--- src/tupf_div.sv ---
// ----------------------------------------------------------------------------
// tupf_div
// Pipelined fraction divider: floor(num * 2^FRAC_BITS / den) for num <= den,
// one quotient bit per stage.
// ----------------------------------------------------------------------------
module tupf_div #(
    parameter int FRAC_BITS = 16,
    parameter int SB_W      = 1
) (
    input  logic               i_clk,
    input  logic               i_rst_n,
    input  logic               i_valid,
    input  logic [31:0]        i_num,
    input  logic [31:0]        i_den,
    input  logic [SB_W-1:0]    i_sb,
    output logic               o_valid,
    output logic [FRAC_BITS:0] o_quo,
    output logic [SB_W-1:0]    o_sb
);

    localparam int NS = FRAC_BITS + 1;

    logic               r_vld [0:NS-1];
    logic [32:0]        r_rem [0:NS-1];
    logic [31:0]        r_den [0:NS-1];
    logic [FRAC_BITS:0] r_quo [0:NS-1];
    logic [SB_W-1:0]    r_sb  [0:NS-1];

    for (genvar j = 0; j < NS; j++) begin : g_stage
        logic               a_vld;
        logic [32:0]        a_rem;
        logic [31:0]        a_den;
        logic [FRAC_BITS:0] a_quo;
        logic [SB_W-1:0]    a_sb;
        logic [32:0]        diff;
        logic               ge;

        if (j == 0) begin : g_first
            assign a_vld = i_valid;
            assign a_rem = {1'b0, i_num};
            assign a_den = i_den;
            assign a_quo = '0;
            assign a_sb  = i_sb;
        end else begin : g_next
            assign a_vld = r_vld[j-1];
            assign a_rem = r_rem[j-1];
            assign a_den = r_den[j-1];
            assign a_quo = r_quo[j-1];
            assign a_sb  = r_sb[j-1];
        end

        // subtract when it fits, then shift the remainder up
        assign ge   = a_rem >= {1'b0, a_den};
        assign diff = a_rem - {1'b0, a_den};

        always_ff @(posedge i_clk) begin
            if (!i_rst_n) begin
                r_vld[j] <= 1'b0;
            end else begin
                r_vld[j] <= a_vld;
            end
        end

        always_ff @(posedge i_clk) begin
            r_rem[j] <= ge ? {diff[31:0], 1'b0} : {a_rem[31:0], 1'b0};
            r_den[j] <= a_den;
            r_quo[j] <= {a_quo[FRAC_BITS-1:0], ge};
            r_sb[j]  <= a_sb;
        end
    end

    assign o_valid = r_vld[NS-1];
    assign o_quo   = r_quo[NS-1];
    assign o_sb    = r_sb[NS-1];

endmodule

--- config.mk ---
export PLATFORM = sky130hd
export DESIGN_NAME = tupf_div
export DESIGN_NICKNAME = d
export VERILOG_FILES = /design/src/tupf_div.sv
export SDC_FILE = /design/constraint.sdc
export NUM_CORES = 2
export LEC_CHECK = 0
export BUFFER_PORTS_ARGS = -buffer_cell sky130_fd_sc_hd__buf_2
export CAP_MARGIN = 25
export CORE_ASPECT_RATIO = 0.6
export CORE_MARGIN = 8
export CORE_UTILIZATION = 40
export CTS_CLUSTER_SIZE = 28
export DETAILED_ROUTE_END_ITERATION = 8
export MAX_ROUTING_LAYER = met4
export PLACE_DENSITY = 0.58
export RECOVER_POWER = 25
export SLEW_MARGIN = 20
export SYNTH_ARGS = -nofsm -noshare
export SYNTH_HDL_FRONTEND = slang
export SYNTH_SLANG_ARGS = --single-unit
--- constraint.sdc ---
create_clock -name i_clk -period 5.3 [get_ports i_clk]
set_clock_uncertainty 0.15 [all_clocks]
set_input_delay 0.53 -clock i_clk [delete_from_list [all_inputs] [get_ports i_clk]]
set_output_delay 0.53 -clock i_clk [all_outputs]
set_load 0.05 [all_outputs]
; Word-level counts from Yosys, hierarchy flattened
; Memory sizes are Yosys's and may differ from the RTL's.
; Cells that the tools add are included.
[word_totals]
regBits = 0
ramBits = 1428
in_bits = 68
elab_cells = 92
memories = 5
[op_classes]
add_sub_neg = 17
order_cmp = 17
mux = 36
n_bitwise = 17
[mem_list]
columns = memory, words, width, rd, rd_ports_with_merged_regs, write_ports, line
row1 = r_rem, 17, 33, 16, 0, 17, 24  ; logic [32:0] r_rem [0:NS-1];
row2 = r_den, 17, 32, 16, 0, 17, 25  ; logic [31:0] r_den [0:NS-1];
row3 = r_quo, 17, 17, 17, 0, 17, 26  ; logic [FRAC_BITS:0] r_quo [0:NS-1];
row4 = r_sb, 17, 1, 17, 0, 17, 27  ; logic [SB_W-1:0] r_sb [0:NS-1];
row5 = r_vld, 17, 1, 17, 0, 17, 23  ; logic r_vld [0:NS-1];
[op_table]
columns = operator, n
row1 = 33-bit 2-to-1 mux, 17
row2 = 32-bit subtractor, 17
row3 = 33-bit by 32-bit >= comparator with 1-bit output, 16
row4 = 32-bit >= comparator, 1
row5 = 1-bit 2-to-1 mux, 19
row6 = 1-bit OR, 17

; Longest topological paths before layout
; An unclocked memory read counts as a cell.
[depth]
depth_word = 3
ltp_mapped = 15
depth_no_buf = 13

; Least setup slack after synthesis
; Ideal clock, no wire load.
[synth_timing]
kind = input to register
start = input port i_num[0]
end = memory r_rem[0][25]
setup_time_ns = 0.121
t_arrival_ns = 3.162
required_time_ns = 5.029
path_slack_ns = 1.868
stages = 14
path_buffers = 1
cell_sequence = inv_1 -> ha_1 -> fa_1 -> nor2b_1 -> o21ai_0 -> a21oi_1 -> o211ai_1 -> a31oi_1 -> o221ai_1 -> o41a_1 -> o41ai_1 -> a21oi_2 -> buf_2 -> mux2_2
[synth_lines]
columns = item, line
row1 = "start, declared", 13  ; input logic [31:0] i_num,
row2 = "end, declared", 24

==> qor.yml <==
floorplanning:
  die_h_um: 311
  die_area_mm2: 0.158
  start_util_pct: 40.2
  rows: 108
  placeableCoreArea_mm2: 0.144
  die_x_um: 507
  io_pins: 87
timing:
  hold_violations: 0
  worst_pin_slew_ns: 1.14
  whs_ns: 0.164
  max_freq_mhz: 209
  drv_slew: 0
  finalSetupViolations: 0
  finalSetupTns_ns: 0
  relSlewSlack_pct: 23.4
  grt_setup_unrepaired: "no"
  fin_crit_sh_pct: 90.2
  min_period_ns: 4.78
logic_synthesis:
  synth-compound-area-share_pct: 18.9
  synthAdderAreaFrac_pct: 12.3
  yosysMostFrequentCell: "dfxtp_1"
  syn-mean-instance-area_um2: 9.12
  syn_nets: 6976
  ys_top_cells_by_area: "dfxtp_1, ha_1, inv_1"
  synth_xor_area_share_pct: 6.38
  synthMuxAreaShare_pct: 3.53
  synth_area_mm2: 0.0579
  synthSimpleGateAreaFrac_pct: 11.6
  synth_edf_count: 0
  async_reset_ff_share_pct: 0
  synth_cell_type_count: 98
  synth_commonest_cells: "dfxtp_1, inv_1, ha_1"
  synth_top_cell_area_share_pct: 41.9
  synth_seq_cells: 1211
  yosys.area.top_type: "dfxtp_1"
  synth_top_flop_cell: "dfxtp_1"
  synth_top_family_by_area: "compound AO/OA/AOI/OAI gates"
  ys_seq_area_share_pct: 41.9
  synth_cells: 6349
  yosys_warnings: 0
grt:
  grt_overflow: 0
  grt_max_degree: 62
  antenna_found_initial: 5
  grt_pass1_vias: 40900
  grt.total_usage_pct: 20.1
  grt_pass1_wl_um: 244000
hold_path:
  min_to: "r_quo[0][172]$_DFF_P_"
  hold_start: "r_quo[0][154]$_DFF_P_"
  holdPathStages: 0
  min_path_type: "flop to flop"
clock_network:
  clkTransAtPathRegs_ns: 0.07
  clockBufferDepth: 3
  insertion_delay_ns: 0.75
  cts_buffers: 119
  cts_tree: "built"
  root_buffer: "clkbuf_16"
  htree_levels: 3
  numClockSinks: 1211
drt:
  antenna_left: 0
  dr.pass1.iters: 6
  wl_per_cell_um: 18.6
  initialDrtViolationCount: 4161
  drc: 0
  via_per_inst: 5.23
  routed_wl_um: 159000
  vias: 45000
placement:
  place_hpwl_um: 127000
  io_buffers: 86
  place.gp.congestion: 0.949
critical_path:
  r2r_cells: 12
  r2r_slack_ns: 0.52
  cp-end-kind: "flop"
  crit_fanout: 46
  arrival_ns: 5.26
  rr_startpoint: "r_den[0][129]$_DFF_P_"
  required_ns: 5.78
  r2r_end: "r_rem[0][171]$_DFF_P_"
  worst_setup_path_start_kind: "flop"
  worstSetupPathType: "flop to flop"
cells_and_area:
  drive_gt1_share_pct: 8.68
  areaGrowthSynthToFinish_pct: 13.6
  ff_latch_area_mm2: 0.0242
  fin_nets: 7179
  fill_cells: 13900
  multi_input_area_mm2: 0.0306
pwr:
  p_leak_nw: 30.6
  p_per_area_mw_per_mm2: 709
  power.total_mw: 46.6
  ir_drop_v: 0.000381
status:
  outcome: "complete, no violations"
run:
  max_cap_violations: 0
[flip-flops by register name, summed over array words and instances (netlist names)]
signal	cells
r_sb	17
r_vld	17
r_rem	512
r_quo	153
r_den	512
[power breakdown]
group / switching, mW / leakage (nW) / total [mW] / internal, mW
Sequential: 1.43 / 10.2 / 13.5 / 12.1
Clock: 3.85 / 2.11 / 9.25 / 5.39
Combinational: 14.0 / 18.3 / 23.9 / 9.82
[worst max-delay path, cell delays in order, from the launching register on]
cell and delay (ns):
dfxtp_1 0.39, inv_1 0.07, ha_1 0.29, nor2b_1 0.14
o21ai_0 0.49, a211oi_1 0.25, o211ai_1 0.38, a211oi_1 0.28
o21ai_1 0.42, a21oi_1 0.14, nor3b_2 0.72, buf_4 0.53
mux2_2 0.39
[worst max-delay path by stage]
| stage | from | endpoint | slack [ns] | cells after the start |
|---|---|---|---|---|
| global placement | r_den[0][66]$_DFF_P_ | r_rem[0][109]$_DFF_P_ | 0.54 | 13 |
| detailed placement | r_den[0][66]$_DFF_P_ | r_rem[0][111]$_DFF_P_ | 0.52 | 13 |
| floorplan | i_num[0] | r_rem[0][25]$_DFF_P_ | 1.87 | 14 |
| global route | r_den[0][129]$_DFF_P_ | r_rem[0][171]$_DFF_P_ | 0.34 | 12 |
| finish | r_den[0][129]$_DFF_P_ | r_rem[0][171]$_DFF_P_ | 0.52 | 12 |
| CTS | r_den[0][66]$_DFF_P_ | r_rem[0][105]$_DFF_P_ | 0.50 | 13 |
[cell type report]
cell class / instances / share of cell area (%)
multi-input combinational: 4324 / 46.5
clock buffer: 147 / 4.96
sequential: 1211 / 36.9
inverter: 687 / 3.92
clock inverter: 78 / 1.62
tap: 1925 / 3.66
antenna: 8 / 0.0304
timing repair buffer: 209 / 2.41
[cell families (layout without fill, tap and decap cells)]
kind of cell | after synthesis | after routing
and+or+nand+nor | 1430 | 1430
adders and majority gates | 559 | 559
other | 0 | 8
buffers and inverters | 814 | 1121
muxes | 183 | 183
AOI/OAI and AO/OA | 1730 | 1730
xor gates and xnor gates | 422 | 422
DFF | 1211 | 1211
[placed cells by master (no fill, tap or decap), drive strengths merged, types with 69 or more instances in the layout]
cell,count
inv,694
o21ai,447
a21oi,500
nand4,74
nor2,336
dfxtp,1211
nor3,79
xor2,179
buf,141
ha,543
clkbuf,147
mux2,169
nor2b,69
nand3,111
a21o,257
nand2,501
o21a,92
xnor2,243
[metal layers]
| metal | share of wire (%) | GRT usage [%] | vias up |
|---|---|---|---|
| li1 | - | - | 22500 |
| met1 | 57 | 33.3 | 21000 |
| met2 | 29 | 20.3 | 1365 |
| met3 | 13 | 9.15 | 161 |
| met4 | 1.3 | 2.96 | 0 |
| met5 | 0 | - | - |
[what timing repair did]
action | CTS | global route
buffers inserted | 0 | 0
setup endpoints to repair | 0 | 0
endpoints found under the hold margin | 82 | 0
gates resized for setup | 0 | 0
hold buffers | 68 | 0
[through the flow]
step	util (%)	cells	instance area (um2)	setup WS, ns
after CTS	45.6	8579	65700	0.500
after detailed placement	42.1	8286	60700	0.520
after global placement	42.1	8284	60700	0.537
after floorplan	-	6349	57900	1.87
after global routing	45.6	8588	65800	0.339
final	45.6	8589	65800	0.519
Power figures use the tool's default switching activity.
