==> src/tupf_isqrt.sv <==
// ----------------------------------------------------------------------------
// tupf_isqrt
// Pipelined integer square root of a 64-bit value, one root bit per stage.
// ----------------------------------------------------------------------------
module tupf_isqrt #(
    parameter int SB_W = 1
) (
    input  logic            i_clk,
    input  logic            i_rst_n,
    input  logic            i_valid,
    input  logic [63:0]     i_rad,
    input  logic [SB_W-1:0] i_sb,
    output logic            o_valid,
    output logic [31:0]     o_root,
    output logic [SB_W-1:0] o_sb
);

    localparam int NS    = 32;
    localparam int REM_W = 33;

    logic            r_vld  [0:NS-1];
    logic [63:0]     r_rad  [0:NS-1];
    logic [REM_W-1:0] r_rem [0:NS-1];
    logic [31:0]     r_root [0:NS-1];
    logic [SB_W-1:0] r_sb   [0:NS-1];

    for (genvar j = 0; j < NS; j++) begin : g_stage
        logic            a_vld;
        logic [63:0]     a_rad;
        logic [REM_W-1:0] a_rem;
        logic [31:0]     a_root;
        logic [SB_W-1:0] a_sb;
        logic [REM_W+1:0] cur;
        logic [REM_W+1:0] trial;
        logic [REM_W+1:0] diff;
        logic            ge;

        if (j == 0) begin : g_first
            assign a_vld  = i_valid;
            assign a_rad  = i_rad;
            assign a_rem  = '0;
            assign a_root = '0;
            assign a_sb   = i_sb;
        end else begin : g_next
            assign a_vld  = r_vld[j-1];
            assign a_rad  = r_rad[j-1];
            assign a_rem  = r_rem[j-1];
            assign a_root = r_root[j-1];
            assign a_sb   = r_sb[j-1];
        end

        // bring down the next two radicand bits and try the next root bit
        assign cur   = {a_rem, a_rad[63:62]};
        assign trial = {1'b0, a_root, 2'b01};
        assign ge    = cur >= trial;
        assign diff  = cur - trial;

        always_ff @(posedge i_clk) begin
            if (!i_rst_n) begin
                r_vld[j] <= 1'b0;
            end else begin
                r_vld[j] <= a_vld;
            end
        end

        always_ff @(posedge i_clk) begin
            r_rad[j]  <= {a_rad[61:0], 2'b00};
            r_rem[j]  <= ge ? diff[REM_W-1:0] : cur[REM_W-1:0];
            r_root[j] <= {a_root[30:0], ge};
            r_sb[j]   <= a_sb;
        end
    end

    assign o_valid = r_vld[NS-1];
    assign o_root  = r_root[NS-1];
    assign o_sb    = r_sb[NS-1];

endmodule

==> config.mk <==
export PLATFORM = sky130hd
export DESIGN_NAME = tupf_isqrt
export DESIGN_NICKNAME = d
export VERILOG_FILES = /design/src/tupf_isqrt.sv
export SDC_FILE = /design/constraint.sdc
export NUM_CORES = 2
export LEC_CHECK = 0
export CAP_MARGIN = 40
export CORE_ASPECT_RATIO = 1.5
export CORE_MARGIN = 1
export CORE_UTILIZATION = 55
export CTS_BUF_LIST = sky130_fd_sc_hd__clkbuf_4
export DETAILED_ROUTE_END_ITERATION = 8
export DONT_BUFFER_PORTS = 1
export HOLD_SLACK_MARGIN = 0.08
export PLACE_DENSITY = 0.81
export SYNTH_ARGS = -nofsm -noshare
export SYNTH_HDL_FRONTEND = slang
export SYNTH_MEMORY_MAX_BITS = 65536
export SYNTH_SLANG_ARGS = --single-unit
==> constraint.sdc <==
create_clock -name i_clk -period 3.29 [get_ports i_clk]
set_input_delay 0.1645 -clock i_clk [delete_from_list [all_inputs] [get_ports i_clk]]
set_output_delay 0.1645 -clock i_clk [all_outputs]
set_load 0.02 [all_outputs]
# Yosys cells after proc, flatten, opt, wreduce, memory -nomap -nowiden
# Memories as Yosys holds them, arrays and structs flattened.
# Cells that the tools add are included.
# Widths: inputs -> output; s select.
word_totals:
  regBits: 0
  latchBits: 0
  mem_bits_rw: 4128
  rom_bits: 0
  wordCells: 167
  mem_count: 5
classes:
  add_sub_neg: 32
  n_mul: 0
  n_div: 0
  n_lt_le_gt_ge: 32
  n_eq_ne: 0
  shifts: 0
  n_mux: 66
  bitwise_logic: 32
  reduce_logical: 0
memory_table:
  columns: ["name", "words", "word_bits", "read_ports", "rd_ports_with_merged_regs", "write_ports", "line_no", "text"]
  rows:
  - ["r_rad", 32, 62, 31, 0, 32, "22", "logic [63:0] r_rad [0:NS-1];"]
  - ["r_rem", 32, 33, 31, 0, 32, "23", "logic [REM_W-1:0] r_rem [0:NS-1];"]
  - ["r_root", 32, 32, 32, 0, 32, "24", "logic [31:0] r_root [0:NS-1];"]
  - ["r_sb", 32, 1, 32, 0, 32, "25", "logic [SB_W-1:0] r_sb [0:NS-1];"]
  - ["r_vld", 32, 1, 32, 0, 32, "21", "logic r_vld [0:NS-1];"]
op_table:
  columns: ["operator", "count"]
  rows:
  - ["$ge 35x34->1", 31]
  - ["$mux 33", 32]
  - ["$sub 33x33->33", 31]
  - ["$mux 1", 34]
  - ["$or 1x1->1", 32]
  - ["$sub 2x1->3 const B", 1]
  - ["$ge 2x1->1 const B", 1]

# Longest topological paths before layout
# An unclocked memory read counts as a cell.
logic_depth:
  ltp_word: 3
  depth_mapped: 15
  ltp_nobuf: 12

# Worst setup path after synthesis
# OpenSTA, ideal clock, no wires.
synth_path:
  kind: "register to register"
  start: "memory r_rem[5][8], in the netlist r_rem[0][173]"
  end: "memory r_rem[6][12], in the netlist r_rem[0][210]"
  setup_time_ns: 0.121
  t_arrival_ns: 3.126
  required_time_ns: 3.169
  setup_slack_ns: 0.043
  stages_incl_launch_ff: 12
  n_path_buf: 3
  synth_period_minus_slack_ns: 3.247
  cell_sequence: "dfxtp_1 -> or4_4 -> or4_1 -> buf_6 -> or4_4 -> or2_1 -> buf_6 -> or3_4 -> o211ai_2 -> buf_6 -> nor2_1 -> xor2_1"
synth_rtl:
  columns: ["item", "line_no"]
  rows:
  - ["start, declared", "23"]

==> results_dict.tcl <==
set metrics [dict create \
    status "finished clean" \
    grt_max_degree 47 \
    grt_usage 0.256 \
    path_class "flip-flop to flip-flop" \
    syn2layout_area_growth_pct 15.4 \
    fin_tns_setup_ps 0 \
    wl_per_cell_um 17.7 \
    syn_avg_cell_area_um2 10.2 \
    yosysSeqAreaShare 0.550 \
    p_int_uw 55100 \
    power_frac_comb 0.185 \
    ir_drop_v 0.000579 \
    min_period_ps 3250 \
    leakage_uw 0.0513 \
    setup_viol 0 \
    wirelength_mm 225 \
    detail-route-antenna-nets 0 \
    cts_root_buf "clkbuf_4" \
    critPathRequiredTime_ps 4360 \
    worst_slew_pin_slew_ps 845 \
    grt_pass1_vias 71800 \
    syn-cell-area_mm2 0.0932 \
    fill_cells 12900 \
    nNetsFinal 10700 \
    hp-class "flip-flop to flip-flop" \
    firstDrtPassIters 6 \
    clkTransAtPathRegs_ps 100 \
    numCtsBuffers 585 \
    gp_congestion 1.01 \
    async_reset_ff_frac 0 \
    antenna_found_initial 8 \
    drtIter0Drc 3493 \
    finalHoldViolations 0 \
    synth_cell_types 89 \
    skew_ps 119 \
    ys_ff_latch 2559 \
    cts.sink_count 2559 \
    clock.fmax_mhz 308 \
    ys_warn_count 0 \
    die_height_um 506 \
    worst_hold_slack_ps 240 \
    clock_latency_ps 1250 \
    die_area_mm2 0.171 \
    slew_headroom 0.431 \
    cts_tree "built" \
    io_buffers 0 \
    vias_per_cell 5.44 \
    p_clk_frac 0.306 \
    power_density_mw_per_mm2 735 \
    sequentialPowerShare 0.509 \
    grt_pass1_wl_mm 353 \
    min_period_over_period 0.988 \
    final_cells 12700 \
    grt_overflow 0 \
    cp_max_fo 4 \
    cp_data_arrival_time_ps 4320 \
    synth_nets 9771 \
    core_mm2 0.168 \
    switching_share 0.304 \
    dp.cells 11500 \
    syn_inst 9142 \
    vias 68900 \
    std_cell_rows 184 \
    max_cap_violations 0 \
    cts.htree.levels 6 \
    post-route-util 0.641 \
    synth_flop_cell "dfxtp_1" \
    drive_above_1_share 0.139 \
    clk_path_buf_depth 4 \
    final_max_slew_viol_count 0 \
    ioPinCount 102 \
    synth_edf_count 0 \
    fp.dieW_um 338 \
    crit_path_end_kind "flip-flop" \
    hpwl_mm 161 \
    cp-start-kind "flip-flop" \
    route.detailed.drc 0 \
    start_util 0.555 \
    switchingPower_uw 24000 \
]
[power groups by stage]
stage | clock, uW | sequential (uW) | combinational [uW]
2_1_floorplan | 0 | 39100 | 10800
3_3_place_gp | 0 | 40600 | 13600
3_5_place_dp | 0 | 40800 | 14000
4_1_cts | 24800 | 40100 | 14300
5_1_grt | 26700 | 40700 | 16100
6_report | 24200 | 40200 | 14600
[registers in the layout, indices dropped and copies added (netlist names)]
register and count:
r_root 528, r_vld 32, r_sb 32, r_rad 992
r_rem 975
[final timing paths]
check / startpoint / end / slack [ps] / depth (start not counted)
max: r_root[2][96] / r_rem[0][413] / 40 / 11
min: r_rad[0][179] / r_rad[0][243] / 240 / 0
max reg2reg: r_root[2][96] / r_rem[0][413] / 40 / 11
min reg2reg: r_rad[0][179] / r_rad[0][243] / 240 / 0
[Yosys cell counts (17+ instances only)]
cell type | n | area share
o21ai_0 | 446 | 0.024
ha_1 | 561 | 0.075
nor3_1 | 242 | 0.013
nor2_1 | 599 | 0.024
clkbuf_1 | 145 | 0.0058
a21boi_0 | 21 | 0.0017
nand2_1 | 560 | 0.023
o21a_1 | 99 | 0.0080
or3_1 | 100 | 0.0067
inv_1 | 691 | 0.028
xor2_1 | 407 | 0.038
a211o_1 | 17 | 0.0016
and2_1 | 67 | 0.0045
a21oi_1 | 613 | 0.033
nand4_1 | 87 | 0.0058
and3_1 | 52 | 0.0035
a211oi_1 | 39 | 0.0031
a21o_1 | 241 | 0.019
mux2i_1 | 18 | 0.0019
mux2_2 | 99 | 0.012
or2_2 | 47 | 0.0032
nand4b_1 | 17 | 0.0016
nand3_1 | 136 | 0.0073
o211ai_1 | 39 | 0.0031
o31ai_1 | 51 | 0.0041
and4_1 | 21 | 0.0020
or4_1 | 55 | 0.0044
nor4b_1 | 17 | 0.0016
nand3b_1 | 28 | 0.0023
nor2b_1 | 85 | 0.0057
o21bai_1 | 45 | 0.0036
a31oi_1 | 54 | 0.0036
nand2b_1 | 114 | 0.0077
xnor2_1 | 394 | 0.037
nor4_1 | 121 | 0.0081
nor3b_1 | 17 | 0.0014
dfxtp_1 | 2559 | 0.55
[cells in the final DEF (no fill, tap or decap), types with 87 or more instances in the layout]
| master | n |
|---|---|
| dfxtp_1 | 2550 |
| clkbuf_4 | 798 |
| inv_1 | 690 |
| a21oi_1 | 602 |
| nor2_1 | 595 |
| nand2_1 | 559 |
| ha_1 | 557 |
| o21ai_0 | 431 |
| xor2_1 | 407 |
| xnor2_1 | 394 |
| buf_4 | 257 |
| a21o_1 | 241 |
| nor3_1 | 235 |
| dlygate4sd3_1 | 201 |
| nand3_1 | 135 |
| nand2b_1 | 114 |
| nor4_1 | 112 |
| clkinv_1 | 100 |
| o21a_1 | 99 |
| mux2_2 | 99 |
| or3_1 | 99 |
| nand4_1 | 87 |
[per-stage QoR]
| step | power, uW | setup slack (ps) | instance area (um2) |
|---|---|---|---|
| finish | 79100 | 38.2 | 108000 |
| global route | 83500 | -106 | 108000 |
| global placement | 54200 | -595 | 97700 |
| CTS | 79200 | 2.37 | 107000 |
| detailed placement | 54700 | -321 | 97700 |
| floorplan | 49800 | 42.6 | 93200 |
[logic make-up (layout without fill, tap and decap cells)]
| group | Yosys count | after routing | share of synthesized area |
|---|---|---|---|
| flops | 2559 | 2559 | 0.550 |
| buf+inv | 868 | 2156 | 0.0354 |
| fa+ha+maj | 561 | 561 | 0.0753 |
| xor+xnor | 801 | 801 | 0.0753 |
| mux | 117 | 117 | 0.0139 |
| compound gates | 1843 | 1843 | 0.122 |
| simple gates | 2392 | 2392 | 0.128 |
| other cells | 1 | 10 | 0.0000402 |
[layout make-up]
class                           count  area [um2]  share of cell area
Antenna cell                        9        22.5            0.000209
Clock buffer                      798        5990              0.0557
Clock inverter                    178        1190              0.0111
Inverter                          694        2610              0.0243
Multi-Input combinational cell   5715       39200               0.365
Sequential cell                  2559       51200               0.477
Tap cell                         2232        2790              0.0260
Timing Repair Buffer              486        4440              0.0413
[what timing repair did]
| item | CTS | global route |
|---|---|---|
| setup endpoints to repair | 45 | 240 |
| pin swaps | 0 | 21 |
| cloned | 0 | 2 |
| buffers inserted | 1 | 9 |
| hold buffers | 201 | 0 |
| hold endpoints to repair | 98 | 0 |
| gates resized for setup | 16 | 108 |
[critical path, stage by stage, from the launching register on]
cell and delay (ps):
dfxtp_1 400, inv_1 80, ha_1 370, o21a_1 170, o21a_1 230, o2111ai_1 320, nand3b_1 230, a31oi_1 380
or4_1 180, o311ai_0 240, nor3_1 250, xor2_1 250
[layer usage]
layer  global-route usage  wire length (um)  vias up
met5                    0                 0        -
met4                0.231             20900        0
met3               0.0483              9910     1003
met2                0.501            122000     2265
met1                0.214             72100    32200
li1                     -                 -    33500
No activity file was read; power rests on OpenSTA's default activity.
